File: src/design/assert_macros.svh
// Assertion macros, included by servo_pair_pulse_scheduler.
// Clock and reset are taken from the including module (clk, rst).
`ifndef ASSERT_MACROS_SVH
`define ASSERT_MACROS_SVH
`ifndef NO_ASSERTIONS
`define ASSERT_IMPLY(label, ante, cons) \
  label: assert property (@(posedge clk) disable iff (rst) (ante) |-> (cons)) \
    else $error("same-cycle check failed");
`define ASSERT_NEXT(label, ante, cons) \
  label: assert property (@(posedge clk) disable iff (rst) (ante) |=> (cons)) \
    else $error("next-cycle check failed");
`else
`define ASSERT_IMPLY(label, ante, cons)
`define ASSERT_NEXT(label, ante, cons)
`endif
`endif

File: src/design/spps_pkg.sv
// Shared types and constants of the servo pair pulse scheduler.
// No dependencies.
package spps_pkg;

  localparam int CH_W      = 4;
  localparam int NUM_CH    = 16;
  localparam int PAIR_W    = 3;
  localparam int US_W      = 16;
  localparam int RATE_W    = 20;
  localparam int PROD_W    = US_W + RATE_W;
  localparam int TICK_W    = 10;
  localparam int MASK_W    = 8;
  localparam int WAIT_W    = 8;
  localparam int SLOT_W    = 6;
  localparam int NUM_SLOTS = 5;
  localparam int K_W       = 3;

  localparam logic [63:0] US_PER_S = 64'd1000000;

  // floor(p / 1e6) as (p * RECIP) >> RECIP_SHIFT, exact for p < 2^30
  localparam int RECIP_IN_W  = 30;
  localparam int RECIP_W     = 31;
  localparam int RECIP_SHIFT = 50;
  localparam logic [63:0] RECIP_FULL =
    ((64'd1 << RECIP_SHIFT) + US_PER_S - 64'd1) / US_PER_S;
  localparam logic [RECIP_W-1:0] RECIP = RECIP_FULL[RECIP_W-1:0];

  // a disabled channel behaves as a 200-tick pulse with no port bit
  localparam logic [TICK_W-1:0] DISABLED_TICKS = 10'd200;

  localparam logic [MASK_W-1:0] PIN_BIT [NUM_CH] = '{
    8'h01, 8'h02, 8'h04, 8'h08, 8'h10, 8'h20, 8'h40, 8'h80,
    8'h80, 8'h40, 8'h20, 8'h10, 8'h08, 8'h04, 8'h20, 8'h10
  };

  typedef struct packed {
    logic [TICK_W-1:0] x_lo;
    logic [TICK_W-1:0] x_hi;
    logic [MASK_W-1:0] k_lo;
    logic [MASK_W-1:0] k_hi;
  } pair_t;

  typedef struct packed {
    logic [WAIT_W-1:0] wait_ticks;
    logic [MASK_W-1:0] mask_a;
    logic [WAIT_W-1:0] delay_units;
    logic [MASK_W-1:0] mask_b;
  } slot_t;

endpackage

File: src/design/spps_layout.sv
// Builds the five timing slots of one channel pair from its sorted pulses.
// Depends on spps_pkg.
module spps_layout (
  input  spps_pkg::pair_t                           pair,
  output spps_pkg::slot_t [spps_pkg::NUM_SLOTS-1:0] slots
);
  import spps_pkg::*;

  logic [TICK_W-1:0] d;
  logic [TICK_W-1:0] rest;
  logic [TICK_W-1:0] lead;
  logic [MASK_W-1:0] both;
  logic [K_W-1:0]    c;
  logic [TICK_W-1:0] w  [NUM_SLOTS];
  logic [MASK_W-1:0] m0 [NUM_SLOTS];
  logic [WAIT_W-1:0] p1 [NUM_SLOTS];
  logic [MASK_W-1:0] m1 [NUM_SLOTS];

  always_comb begin
    d    = pair.x_hi - pair.x_lo;
    rest = 10'd600 - pair.x_hi;
    lead = (pair.x_lo > 10'd220) ? 10'd210 : 10'd10;
    both = pair.k_lo | pair.k_hi;
    c    = '0;
    for (int i = 0; i < NUM_SLOTS; i++) begin
      w[i]  = '0;
      m0[i] = 8'hFF;
      p1[i] = '0;
      m1[i] = 8'hFF;
    end
    m0[0] = both;

    if (d < 10'd2) begin
      // pulses (nearly) coincide: one slot clears both pins
      if (pair.x_lo > 10'd400) begin
        c = 3'd3;
        w[0] = 10'd190;
        w[1] = 10'd190;
        w[2] = pair.x_lo - 10'd380;
        w[3] = 10'd590 - pair.x_lo;
        w[4] = 10'd10;
      end else if (pair.x_lo > 10'd200) begin
        c = 3'd2;
        w[0] = 10'd190;
        w[1] = pair.x_lo - 10'd190;
        w[2] = 10'd90;
        w[3] = 10'd420 - pair.x_lo;
        w[4] = 10'd90;
      end else begin
        c = 3'd1;
        w[0] = pair.x_lo;
        w[1] = 10'd250 - pair.x_lo;
        w[2] = 10'd100;
        w[3] = 10'd150;
        w[4] = 10'd100;
      end
      if (d == '0) begin
        m0[c] = ~both;
      end else begin
        m0[c] = ~pair.k_lo;
        p1[c] = d[WAIT_W-1:0];
        m1[c] = ~pair.k_hi;
      end
    end else if (d > 10'd235) begin
      w[0] = 10'd110;
      w[1] = pair.x_lo - 10'd110;
      w[2] = 10'd230;
      w[3] = d - 10'd230;
      w[4] = rest;
      m0[2] = ~pair.k_lo;
      m0[4] = ~pair.k_hi;
    end else if (pair.x_lo > 10'd440) begin
      w[0] = 10'd210;
      w[1] = 10'd210;
      w[2] = pair.x_lo - 10'd420;
      w[3] = d;
      w[4] = rest;
      m0[3] = ~pair.k_lo;
      m0[4] = ~pair.k_hi;
    end else begin
      w[0] = lead;
      w[1] = pair.x_lo - lead;
      w[2] = d;
      w[3] = rest >> 1;
      w[4] = rest - (rest >> 1);
      m0[2] = ~pair.k_lo;
      m0[3] = ~pair.k_hi;
    end

    for (int i = 0; i < NUM_SLOTS; i++) begin
      slots[i] = '{w[i][WAIT_W-1:0], m0[i], p1[i], m1[i]};
    end
  end

endmodule

File: src/design/servo_pair_pulse_scheduler.sv
// Servo pair pulse scheduler: a width write in, five schedule slot words out.
// Users of the block:
//  - cmd channel (cmd_valid/cmd_stall): one word = channel and pulse width in us.
//    Width 0 disables the channel. Channels above TOP_CHANNEL are taken and
//    dropped with no effect and no output.
//  - sched channel (sched_valid/sched_stall): five words per kept command, slots
//    5p..5p+4 of the channel's pair p, in order; last marks the fifth word.
//  - The first slot word appears once the command has passed the product,
//    divide/clamp, store/sort and layout stages, then one word per cycle while
//    sched_stall is low; the single-word output port limits the command rate, and
//    the four front stages keep taking commands while slot words drain.
//  - Stalling the sched channel holds the current word and fills the front
//    stages; cmd_stall rises once they are full.
//  - Reset clears all stored widths and enables and empties the pipeline.
// Depends on spps_pkg, spps_layout and assert_macros.svh.
`include "assert_macros.svh"

module servo_pair_pulse_scheduler #(
  parameter int TOP_CHANNEL  = 15,
  parameter int TICK_RATE_HZ = 230400,
  parameter int MIN_TICKS    = 115,
  parameter int MAX_TICKS    = 576
) (
  input  logic                          clk,
  input  logic                          rst,
  input  logic                          cmd_valid,
  output logic                          cmd_stall,
  input  logic [spps_pkg::CH_W-1:0]     channel,
  input  logic [spps_pkg::US_W-1:0]     pulse_width_us,
  output logic                          sched_valid,
  input  logic                          sched_stall,
  output logic [spps_pkg::SLOT_W-1:0]   slot,
  output logic [spps_pkg::WAIT_W-1:0]   first_wait,
  output logic [spps_pkg::MASK_W-1:0]   first_mask,
  output logic [spps_pkg::WAIT_W-1:0]   second_wait,
  output logic [spps_pkg::MASK_W-1:0]   second_mask,
  output logic [spps_pkg::NUM_CH-1:0]   enabled_channels,
  output logic                          last
);
  import spps_pkg::*;

  localparam logic [CH_W-1:0]   TOP_CH = CH_W'(TOP_CHANNEL);
  localparam logic [PROD_W-1:0] RATE   = PROD_W'(TICK_RATE_HZ);
  localparam logic [TICK_W-1:0] MIN_T  = TICK_W'(MIN_TICKS);
  localparam logic [TICK_W-1:0] MAX_T  = TICK_W'(MAX_TICKS);
  localparam logic [PROD_W-1:0] LO_LIM = PROD_W'(64'(MIN_TICKS) * US_PER_S);
  localparam logic [PROD_W-1:0] HI_LIM = PROD_W'((64'(MAX_TICKS) + 64'd1) * US_PER_S);
  localparam logic [K_W-1:0]    K_LAST = K_W'(NUM_SLOTS - 1);

  // pipeline valids and handshake
  logic s1_v, s2_v, s3_v, s4_v, buf_v;
  logic s1_go, s2_go, s3_go, s4_go;
  logic s1_free, s2_free, s3_free, s4_free, buf_free;
  logic cmd_fire, out_fire, buf_done;

  // stage payloads
  logic [CH_W-1:0]   s1_ch;
  logic [US_W-1:0]   s1_us;
  logic [CH_W-1:0]   s2_ch;
  logic              s2_en;
  logic [PROD_W-1:0] s2_prod;
  logic [CH_W-1:0]   s3_ch;
  logic              s3_en;
  logic [TICK_W-1:0] s3_tick;
  pair_t             s4_pair;
  logic [SLOT_W-1:0] s4_base;
  logic [NUM_CH-1:0] s4_en;

  // channel state
  logic [TICK_W-1:0] chan_ticks [NUM_CH];
  logic [NUM_CH-1:0] chan_en;

  // output buffer
  slot_t [NUM_SLOTS-1:0] buf_slots;
  logic [SLOT_W-1:0]     buf_base;
  logic [NUM_CH-1:0]     buf_en;
  logic [K_W-1:0]        k;

  // combinational
  logic [RECIP_IN_W+RECIP_W-1:0] quot_full;
  logic [TICK_W-1:0]             tick_next;
  logic [CH_W-1:0]               partner;
  logic [TICK_W-1:0]             own_x, oth_x, xa, xb;
  logic [MASK_W-1:0]             own_k, oth_k, ka, kb;
  pair_t                         pair_next;
  logic [NUM_CH-1:0]             en_next;
  slot_t [NUM_SLOTS-1:0]         lay_slots;
  slot_t                         cur;

  always_comb begin
    out_fire = buf_v && !sched_stall;
    buf_done = out_fire && (k == K_LAST);
    buf_free = !buf_v || buf_done;
    s4_go    = s4_v && buf_free;
    s4_free  = !s4_v || s4_go;
    s3_go    = s3_v && s4_free;
    s3_free  = !s3_v || s3_go;
    s2_go    = s2_v && s3_free;
    s2_free  = !s2_v || s2_go;
    s1_go    = s1_v && s2_free;
    s1_free  = !s1_v || s1_go;
    cmd_stall = !s1_free;
    cmd_fire  = cmd_valid && !cmd_stall;
  end

  // ticks = width * rate / 1e6, clamped; the reciprocal path is exact in range
  always_comb begin
    quot_full = (RECIP_IN_W+RECIP_W)'(s2_prod[RECIP_IN_W-1:0]) *
                (RECIP_IN_W+RECIP_W)'(RECIP);
    if (s2_prod < LO_LIM) begin
      tick_next = MIN_T;
    end else if (s2_prod >= HI_LIM) begin
      tick_next = MAX_T;
    end else begin
      tick_next = quot_full[RECIP_SHIFT +: TICK_W];
    end
  end

  // pair lookup with the fresh value of the written channel, then sort
  always_comb begin
    partner = {s3_ch[CH_W-1:1], ~s3_ch[0]};
    own_x   = s3_en ? s3_tick : DISABLED_TICKS;
    own_k   = s3_en ? PIN_BIT[s3_ch] : '0;
    oth_x   = chan_en[partner] ? chan_ticks[partner] : DISABLED_TICKS;
    oth_k   = chan_en[partner] ? PIN_BIT[partner] : '0;
    if (!s3_ch[0]) begin
      xa = own_x; ka = own_k; xb = oth_x; kb = oth_k;
    end else begin
      xa = oth_x; ka = oth_k; xb = own_x; kb = own_k;
    end
    if (xa > xb) begin
      pair_next = '{xb, xa, kb, ka};
    end else begin
      pair_next = '{xa, xb, ka, kb};
    end
    en_next        = chan_en;
    en_next[s3_ch] = s3_en;
  end

  spps_layout u_layout (
    .pair  (s4_pair),
    .slots (lay_slots)
  );

  always_ff @(posedge clk) begin
    if (rst) begin
      s1_v  <= 1'b0;
      s2_v  <= 1'b0;
      s3_v  <= 1'b0;
      s4_v  <= 1'b0;
      buf_v <= 1'b0;
      k     <= '0;
      chan_en <= '0;
      for (int i = 0; i < NUM_CH; i++) begin
        chan_ticks[i] <= '0;
      end
    end else begin
      if (s1_free) s1_v <= cmd_fire && (channel <= TOP_CH);
      if (s2_free) s2_v <= s1_v;
      if (s3_free) s3_v <= s2_v;
      if (s4_free) s4_v <= s3_v;
      if (buf_free) buf_v <= s4_v;
      if (buf_done) begin
        k <= '0;
      end else if (out_fire) begin
        k <= k + 1'b1;
      end
      if (s3_go) begin
        chan_en           <= en_next;
        chan_ticks[s3_ch] <= s3_tick;
      end
    end
  end

  always_ff @(posedge clk) begin
    if (cmd_fire) begin
      s1_ch <= channel;
      s1_us <= pulse_width_us;
    end
    if (s1_go) begin
      s2_ch   <= s1_ch;
      s2_en   <= (s1_us != '0);
      s2_prod <= PROD_W'(s1_us) * RATE;
    end
    if (s2_go) begin
      s3_ch   <= s2_ch;
      s3_en   <= s2_en;
      s3_tick <= tick_next;
    end
    if (s3_go) begin
      s4_pair <= pair_next;
      s4_base <= SLOT_W'({s3_ch[CH_W-1:1], 2'b00}) + SLOT_W'(s3_ch[CH_W-1:1]);
      s4_en   <= en_next;
    end
    if (s4_go) begin
      buf_slots <= lay_slots;
      buf_base  <= s4_base;
      buf_en    <= s4_en;
    end
  end

  always_comb begin
    cur              = buf_slots[k];
    sched_valid      = buf_v;
    slot             = buf_base + SLOT_W'(k);
    first_wait       = cur.wait_ticks;
    first_mask       = cur.mask_a;
    second_wait      = cur.delay_units;
    second_mask      = cur.mask_b;
    enabled_channels = buf_en;
    last             = (k == K_LAST);
  end

  // buffer is only reloaded once its last word has gone
  `ASSERT_IMPLY(a_buf_no_overwrite, s4_go && buf_v, buf_done)
  // word index stays within the five slots
  `ASSERT_IMPLY(a_k_range, buf_v, k <= K_LAST)
  // word index only moves on an accepted word
  `ASSERT_NEXT(a_k_hold, buf_v && sched_stall, k == $past(k))
  // stored enable follows the write
  `ASSERT_NEXT(a_en_written, s3_go, chan_en[$past(s3_ch)] == $past(s3_en))

endmodule
File: config.mk
export PLATFORM = sky130hd
export DESIGN_NAME = servo_pair_pulse_scheduler
export DESIGN_NICKNAME = d
export VERILOG_FILES = /design/src/design/spps_pkg.sv /design/src/design/spps_layout.sv /design/src/design/servo_pair_pulse_scheduler.sv
export VERILOG_INCLUDE_DIRS = /design/src /design/src/design
export SDC_FILE = /design/constraint.sdc
export NUM_CORES = 1
export LEC_CHECK = 0
export ABC_AREA = 1
export BUFFER_PORTS_ARGS = -buffer_cell sky130_fd_sc_hd__buf_4
export CAP_MARGIN = 0
export CORE_MARGIN = 1
export CORE_UTILIZATION = 60
export DETAILED_ROUTE_END_ITERATION = 8
export PLACE_DENSITY = 0.77
export SYNTH_ARGS = -nofsm -noshare
export SYNTH_HDL_FRONTEND = slang
export SYNTH_SLANG_ARGS = --single-unit
File: constraint.sdc
create_clock -name clk -period 12.5 [get_ports clk]
set_input_delay 0 -clock clk [delete_from_list [all_inputs] [get_ports clk]]
set_output_delay 0 -clock clk [all_outputs]
set_load 0.05 [all_outputs]
# Word-level counts from Yosys, hierarchy flattened

Memories as Yosys holds them, arrays and structs flattened.
Cells that the tools add are included.

Bits in registers: 328
Bits in writable memories: 160
ROM bits: 256
Bits of input ports: 24
Output and inout bits: 57
Logic and storage cells: 174
Memories kept: 3

Add/sub/neg operators: 15
Multiply operators: 2
Magnitude comparators: 18
Eq/ne operators: 1
Muxes and demuxes: 51
Bitwise gates (word level): 12
Reductions and logical operators: 28

Memory list:

| memory          | words | bits a word | rd ports | clocked after memory_dff | write ports | RTL line                          | source |
|---|---|---|---|---|---|---|---|
| chan_ticks      | 16    | 10          | 1        | 0                        | 16          | servo_pair_pulse_scheduler.sv:70  | `logic [TICK_W-1:0] chan_ticks [NUM_CH];` |
| (no name shown) | 16    | 8           | 1        | 0                        | 0           | servo_pair_pulse_scheduler.sv:125 | `oth_k = chan_en[partner] ? PIN_BIT[partner] : '0;` |
| (no name shown) | 16    | 8           | 1        | 0                        | 0           | servo_pair_pulse_scheduler.sv:123 | `own_k = s3_en ? PIN_BIT[s3_ch] : '0;` |

Operators with widths:

| operator                                                             | number |
|---|---|
| 2-to-1 mux 48 bit                                                    | 5 |
| 2-to-1 mux 8 bit                                                     | 16 |
| binary-select mux 32 bit (select 3 bit)                              | 1 |
| bitwise mux 40 bit                                                   | 2 |
| 2-to-1 mux 10 bit                                                    | 6 |
| multiplier 20 x 31 -> 50 bit (second input constant)                 | 1 |
| AND 40 bit                                                           | 1 |
| 2-to-1 mux 40 bit                                                    | 1 |
| NOT 40 bit                                                           | 1 |
| OR 40 bit                                                            | 1 |
| 2-to-1 mux 36 bit                                                    | 1 |
| greater-or-equal comparator 34 x 30 -> 1 bit (second input constant) | 1 |
| less-than comparator 34 x 27 -> 1 bit (second input constant)        | 1 |
| 2-to-1 mux 32 bit                                                    | 1 |
| > comparator 10 x 8 -> 1 bit (second input constant)                 | 3 |
| demux 8 bit (select 3 bit)                                           | 1 |
| multiplier 16 x 8 -> 24 bit (second input constant)                  | 1 |
| 2-to-1 mux 24 bit                                                    | 1 |
| NOT 8 bit                                                            | 3 |
| > comparator 10 x 9 -> 1 bit (second input constant)                 | 2 |
| subtractor 10 bit (first input constant)                             | 2 |
| subtractor 10 x 8 -> 10 bit (second input constant)                  | 2 |
| subtractor 10 x 9 -> 10 bit (second input constant)                  | 2 |
| bitwise mux 16 bit                                                   | 1 |
| other kinds (37)                                                     | 70 |

# Depth between registers and ports, before layout

Depth after elaboration: 14
Mapped depth: 28
Gate-level depth less buffers: 28

# Hierarchy

From an unflattened synthesis, not the netlist that was laid out.

Cell total of the unflattened synthesis: 4,116
Area total of the unflattened synthesis: 37,021.8 µm²

Modules (own cells, without submodules):

| module                     | times used | cells an instance | area an instance (µm²) | seq. area each (µm²) |
|---|---|---|---|---|
| servo_pair_pulse_scheduler | 1          | 3,239             | 32,354.8               | 14,413.8 |
| spps_layout                | 1          | 877               | 4,667.0                | 0.0 |

# Worst setup path before layout

Ideal clock, no wire load.

Path kind: register to register
Start point: register k[0]
End point: register buf_base[0], enable pin
Setup time: 519 ps
Arrival: 5,204 ps
Data required time: 11,981 ps
Setup slack: 6,777 ps
Stages on the path, launching flop included: 12
Path buffers: 3
Period minus slack after synthesis: 5,723 ps
Cell sequence: dfxtp_1 -> inv_1 -> clkbuf_1 -> buf_1 -> clkbuf_1 -> ha_1 -> nand2_2 -> inv_2 -> nand2_1 -> nand2_1 -> nand2_1 -> inv_1

Cells in the longest elaborated chain, start to end: 4

Ends and longest elaborated chain:

| item                   | RTL line                          | source |
|---|---|---|
| start, declared        | servo_pair_pulse_scheduler.sv:77  | `logic [K_W-1:0] k;` |
| start signal, assigned | servo_pair_pulse_scheduler.sv:166 | `k <= k + 1'b1;` |
| == test 3 bit          | --                                |  |
| net last               | servo_pair_pulse_scheduler.sv:38  | `output logic last` |
| logical AND 1 bit      | servo_pair_pulse_scheduler.sv:92  | `buf_done = out_fire && (k == K_LAST);` |
| logical OR 1 bit       | servo_pair_pulse_scheduler.sv:93  | `buf_free = !buf_v \|\| buf_done;` |
| logical AND 1 bit      | servo_pair_pulse_scheduler.sv:94  | `s4_go = s4_v && buf_free;` |
| net s4_go              | servo_pair_pulse_scheduler.sv:52  | `logic s1_go, s2_go, s3_go, s4_go;` |
| end signal, assigned   | servo_pair_pulse_scheduler.sv:197 | `buf_base <= s4_base;` |
| end, declared          | servo_pair_pulse_scheduler.sv:75  | `logic [SLOT_W-1:0] buf_base;` |

The timed path passes the listed nets, and every way through them passes these cells.
A chain may end at the register's enable or synchronous reset.

# Worst setup path after layout

Start point: register s2_prod[27]
End point: register s3_tick[0] (data pin)

Cells in the longest elaborated chain, start to end: 2
Elaborated cells on any way between the ends: 4
Those cells by class: 1 x mul; 2 x order compare; 1 x mux

Ends and longest elaborated chain:

| item                                                                                                | RTL line                                                             | source |
|---|---|---|
| start, declared                                                                                     | servo_pair_pulse_scheduler.sv:61                                     | `logic [PROD_W-1:0] s2_prod;` |
| start signal, assigned                                                                              | servo_pair_pulse_scheduler.sv:183                                    | `s2_prod <= PROD_W'(s1_us) * RATE;` |
| multiplier 20 x 31 -> 50 bit / greater-or-equal comparator 34 x 30 -> 1 bit (equally long branches) | servo_pair_pulse_scheduler.sv:108, servo_pair_pulse_scheduler.sv:112 |  |
| 2-to-1 mux 10 bit                                                                                   | servo_pair_pulse_scheduler.sv:112                                    | `end else if (s2_prod >= HI_LIM) begin` |
| end signal, assigned                                                                                | servo_pair_pulse_scheduler.sv:188                                    | `s3_tick <= tick_next;` |
| end, declared                                                                                       | servo_pair_pulse_scheduler.sv:64                                     | `logic [TICK_W-1:0] s3_tick;` |

Parallel ways exist; a longest one is shown, timed or not.

==> run_summary.xml <==
<?xml version="1.0" encoding="UTF-8"?>
<metrics>
  <group name="run_status">
    <metric name="status" unit="">completed</metric>
  </group>
  <group name="clocking">
    <metric name="clock_tree.root_cell" unit="">sky130_fd_sc_hd__clkbuf_16</metric>
    <metric name="tritoncts_num_sinks" unit="">472</metric>
    <metric name="htree_levels" unit="">2</metric>
    <metric name="cts_resized" unit="">0</metric>
    <metric name="numCtsBuffers" unit="">49</metric>
    <metric name="clkLatencyLatePin" unit="ns">0.61</metric>
    <metric name="tritoncts_clock_tree" unit="">built</metric>
    <metric name="worst_setup_hold_path_clk_slew" unit="ns">0.06</metric>
    <metric name="cts-root-to-sink-buffers" unit="">3</metric>
  </group>
  <group name="layout">
    <metric name="drive_gt1_frac" unit="">0.06041</metric>
    <metric name="nNetsFinal" unit="">4508</metric>
    <metric name="area_growth" unit="%">8.754</metric>
    <metric name="fin_cells" unit="">4721</metric>
    <metric name="num_antenna_cells" unit="">0</metric>
    <metric name="final_common_cell" unit="">sky130_fd_sc_hd__nand2_1</metric>
    <metric name="layout_common_cells" unit="">sky130_fd_sc_hd__nand2_1, sky130_fd_sc_hd__inv_1, sky130_fd_sc_hd__edfxtp_1</metric>
  </group>
  <group name="synthesis">
    <metric name="synth_top_area_frac" unit="">0.3815</metric>
    <metric name="synth_largest_area_cell" unit="">sky130_fd_sc_hd__edfxtp_1</metric>
    <metric name="async_reset_ff_frac" unit="">0</metric>
    <metric name="synth_seq_cells" unit="">472</metric>
    <metric name="synth_unique_cells" unit="">49</metric>
    <metric name="syn-instance-count" unit="">3841</metric>
    <metric name="synth_edf_count" unit="">448</metric>
    <metric name="total_number_of_yosys_warnings" unit="">0</metric>
    <metric name="postSynthAreaPerCell" unit="um2">9.180</metric>
    <metric name="synth.yosys.seq_area_share" unit="">0.3952</metric>
    <metric name="synth-main-ff-cell" unit="">sky130_fd_sc_hd__edfxtp_1</metric>
    <metric name="area_of_the_mapped_netlist" unit="um2">35260</metric>
    <metric name="top_cells_by_area_synth" unit="">sky130_fd_sc_hd__edfxtp_1, sky130_fd_sc_hd__ha_1, sky130_fd_sc_hd__fa_1</metric>
  </group>
  <group name="placement">
    <metric name="numPortBuffers" unit="">80</metric>
    <metric name="gpl.final_weighted_congestion" unit="">1.058</metric>
    <metric name="dp.final_hpwl" unit="um">68170</metric>
    <metric name="placed_cells_incl_taps" unit="">4609</metric>
  </group>
  <group name="drt">
    <metric name="detailroute.wirelength.met3" unit="um">7091</metric>
    <metric name="drc" unit="">0</metric>
    <metric name="wire_per_inst" unit="um">19.14</metric>
    <metric name="dr.first_iter.drc_count" unit="">2566</metric>
    <metric name="via_per_inst" unit="">5.723</metric>
    <metric name="ant_nets" unit="">0</metric>
    <metric name="route.final.wire_length" unit="um">90360</metric>
    <metric name="met2RoutedLength" unit="um">42730</metric>
    <metric name="num_vias" unit="">27017</metric>
    <metric name="route.top_layer_used" unit="">met4</metric>
    <metric name="dr.pass1.iters" unit="">8</metric>
    <metric name="drt-met1-wl" unit="um">37010</metric>
  </group>
  <group name="setup_path">
    <metric name="timing.critical_path.from_type" unit="">register</metric>
    <metric name="cp_max_fo" unit="">8</metric>
    <metric name="worstSetupEndpointType" unit="">register</metric>
    <metric name="critical_path_class" unit="">register to register</metric>
    <metric name="worst_endpoint_required_time" unit="ns">12.86</metric>
    <metric name="critical_path_arrival" unit="ns">6.52</metric>
  </group>
  <group name="timing">
    <metric name="clock-skew-final" unit="ns">0.02176</metric>
    <metric name="slew_violations" unit="">0</metric>
    <metric name="tns" unit="ns">0</metric>
    <metric name="timing.fmax" unit="MHz">162.2</metric>
    <metric name="period_share" unit="">0.4933</metric>
    <metric name="slew-limit-headroom" unit="">0.2982</metric>
    <metric name="final-hold-violation-count" unit="">0</metric>
    <metric name="min_period" unit="ns">6.167</metric>
    <metric name="finalSetupViolCount" unit="">0</metric>
    <metric name="unrepaired_setup_endpoints_after_global_routing" unit="">no</metric>
    <metric name="tightest_slew" unit="ns">1.049</metric>
  </group>
  <group name="die">
    <metric name="boundaryPins" unit="">81</metric>
    <metric name="die_w" unit="um">244.4</metric>
    <metric name="floorplan.die_area" unit="um2">59740</metric>
    <metric name="start_util" unit="">0.6088</metric>
    <metric name="num_rows" unit="">88</metric>
    <metric name="fp.coreArea" unit="um2">57920</metric>
    <metric name="die_h" unit="um">244.4</metric>
  </group>
  <group name="global_route">
    <metric name="first_global_vias" unit="">25763</metric>
    <metric name="largest_net_degree_at_the_start_of_global_routing" unit="">87</metric>
    <metric name="grt_antenna_before_repair" unit="">0</metric>
    <metric name="grtUsageTotal" unit="">0.3025</metric>
    <metric name="overflow" unit="">0</metric>
    <metric name="grt_first_pass_wirelength" unit="um">140200</metric>
  </group>
  <group name="min_path">
    <metric name="holdCritPathClass" unit="">primary input to register</metric>
  </group>
  <group name="job">
    <metric name="timing.max_cap.violations" unit="">0</metric>
  </group>
</metrics>
-- sequential cells by signal (all words and copies together) (netlist names), 6 cells and up --
name	flops
buf_base	6
s4_pair	36
chan_ticks	160
s1_us	16
s4_en	16
s2_prod	24
enabled_channels	16
s4_base	6
chan_en	16
buf_slots	144
s3_tick	10
-- metrics by stage --
stage                       util  instance area (um2)  worst slack, ns  hold slack (ns)
after floorplan                -                35390            6.777          0.06907
after global placement    0.6313                36560            6.432           0.1778
after detailed placement  0.6313                36560            6.333           0.1793
after CTS                 0.6621                38350            6.332          0.09102
after global routing      0.6621                38350            5.955           0.1202
final                     0.6621                38350            6.333           0.1252
-- cell usage after synthesis, drive strengths merged, types with 15 or more instances --
library cell,count
nor3,15
nand4,28
a21oi,200
edfxtp,448
nand2,790
inv,567
buf,46
a22oi,88
xor2,44
clkbuf,85
nand3,183
dfxtp,24
or2,30
a221o,24
o21ai,232
ha,352
fa,214
xnor2,17
nor2,369
-- layout make-up --
class	instances	area, um2
inverters	577	2171
fillers	4666	19570
repair buffers	122	973.4
clock inverters	26	237.7
flip-flops and latches	472	13940
multi-input cells	2696	18750
clock buffers	63	1319
well taps	765	957.2
-- kinds of logic after synthesis --
kind of cell	after synthesis	share of synthesized area
simple gates	1430	0.1668
buf+inv	708	0.07697
compound gates	602	0.09932
fa+ha+maj	566	0.2464
flops	472	0.3952
xor+xnor	61	0.01515
other cells	2	0.0002130
-- worst paths after layout --
kind                         startpoint                             to  slack [ns]  cells past startpoint
setup / recovery  s2_prod[27]$_DFFE_PP_       s3_tick[0]$_SDFFCE_PP1P_        6.33                     21
hold / removal       pulse_width_us[12]            s1_us[12]$_DFFE_PP_        0.13                      2
setup reg to reg  s2_prod[27]$_DFFE_PP_       s3_tick[0]$_SDFFCE_PP1P_        6.33                     21
hold reg to reg      s4_en[8]$_DFFE_PP_  enabled_channels[8]$_DFFE_PP_        0.42                      0
-- metal layers --
| metal | vias up | global-route usage |
|---|---|---|
| li1 | 12848 | - |
| met1 | 12818 | 0.4098 |
| met2 | 1173 | 0.4944 |
| met3 | 178 | 0.04236 |
| met4 | 0 | 0.1169 |
| met5 | - | 0 |
-- what timing repair did --
action                    4_1_cts  5_1_grt
hold endpoints to repair       28        0
hold buffers                   23        0
setup buffers                   0        0
-- worst max-delay path, cell delays in order (launching register included) --
cell                       delay (ns)
sky130_fd_sc_hd__edfxtp_1        0.54
sky130_fd_sc_hd__fa_1            0.59
sky130_fd_sc_hd__inv_1           0.08
sky130_fd_sc_hd__fa_1            0.59
sky130_fd_sc_hd__inv_1           0.09
sky130_fd_sc_hd__fa_1            0.45
sky130_fd_sc_hd__fa_1            0.50
sky130_fd_sc_hd__fa_1            0.56
sky130_fd_sc_hd__inv_1           0.06
sky130_fd_sc_hd__fa_1            0.53
sky130_fd_sc_hd__inv_1           0.05
sky130_fd_sc_hd__fa_1            0.45
sky130_fd_sc_hd__ha_1            0.32
sky130_fd_sc_hd__nand2_1         0.11
sky130_fd_sc_hd__nor2_1          0.23
sky130_fd_sc_hd__nand2_1         0.12
sky130_fd_sc_hd__nor3_1          0.22
sky130_fd_sc_hd__nand4_1         0.16
sky130_fd_sc_hd__nand3_1         0.13
sky130_fd_sc_hd__nand2_1         0.05
sky130_fd_sc_hd__nand3_1         0.06
sky130_fd_sc_hd__nand2_1         0.05
Power is not shown: default switching activity piles up to over one toggle a cycle in this logic, so the estimate is an artifact.
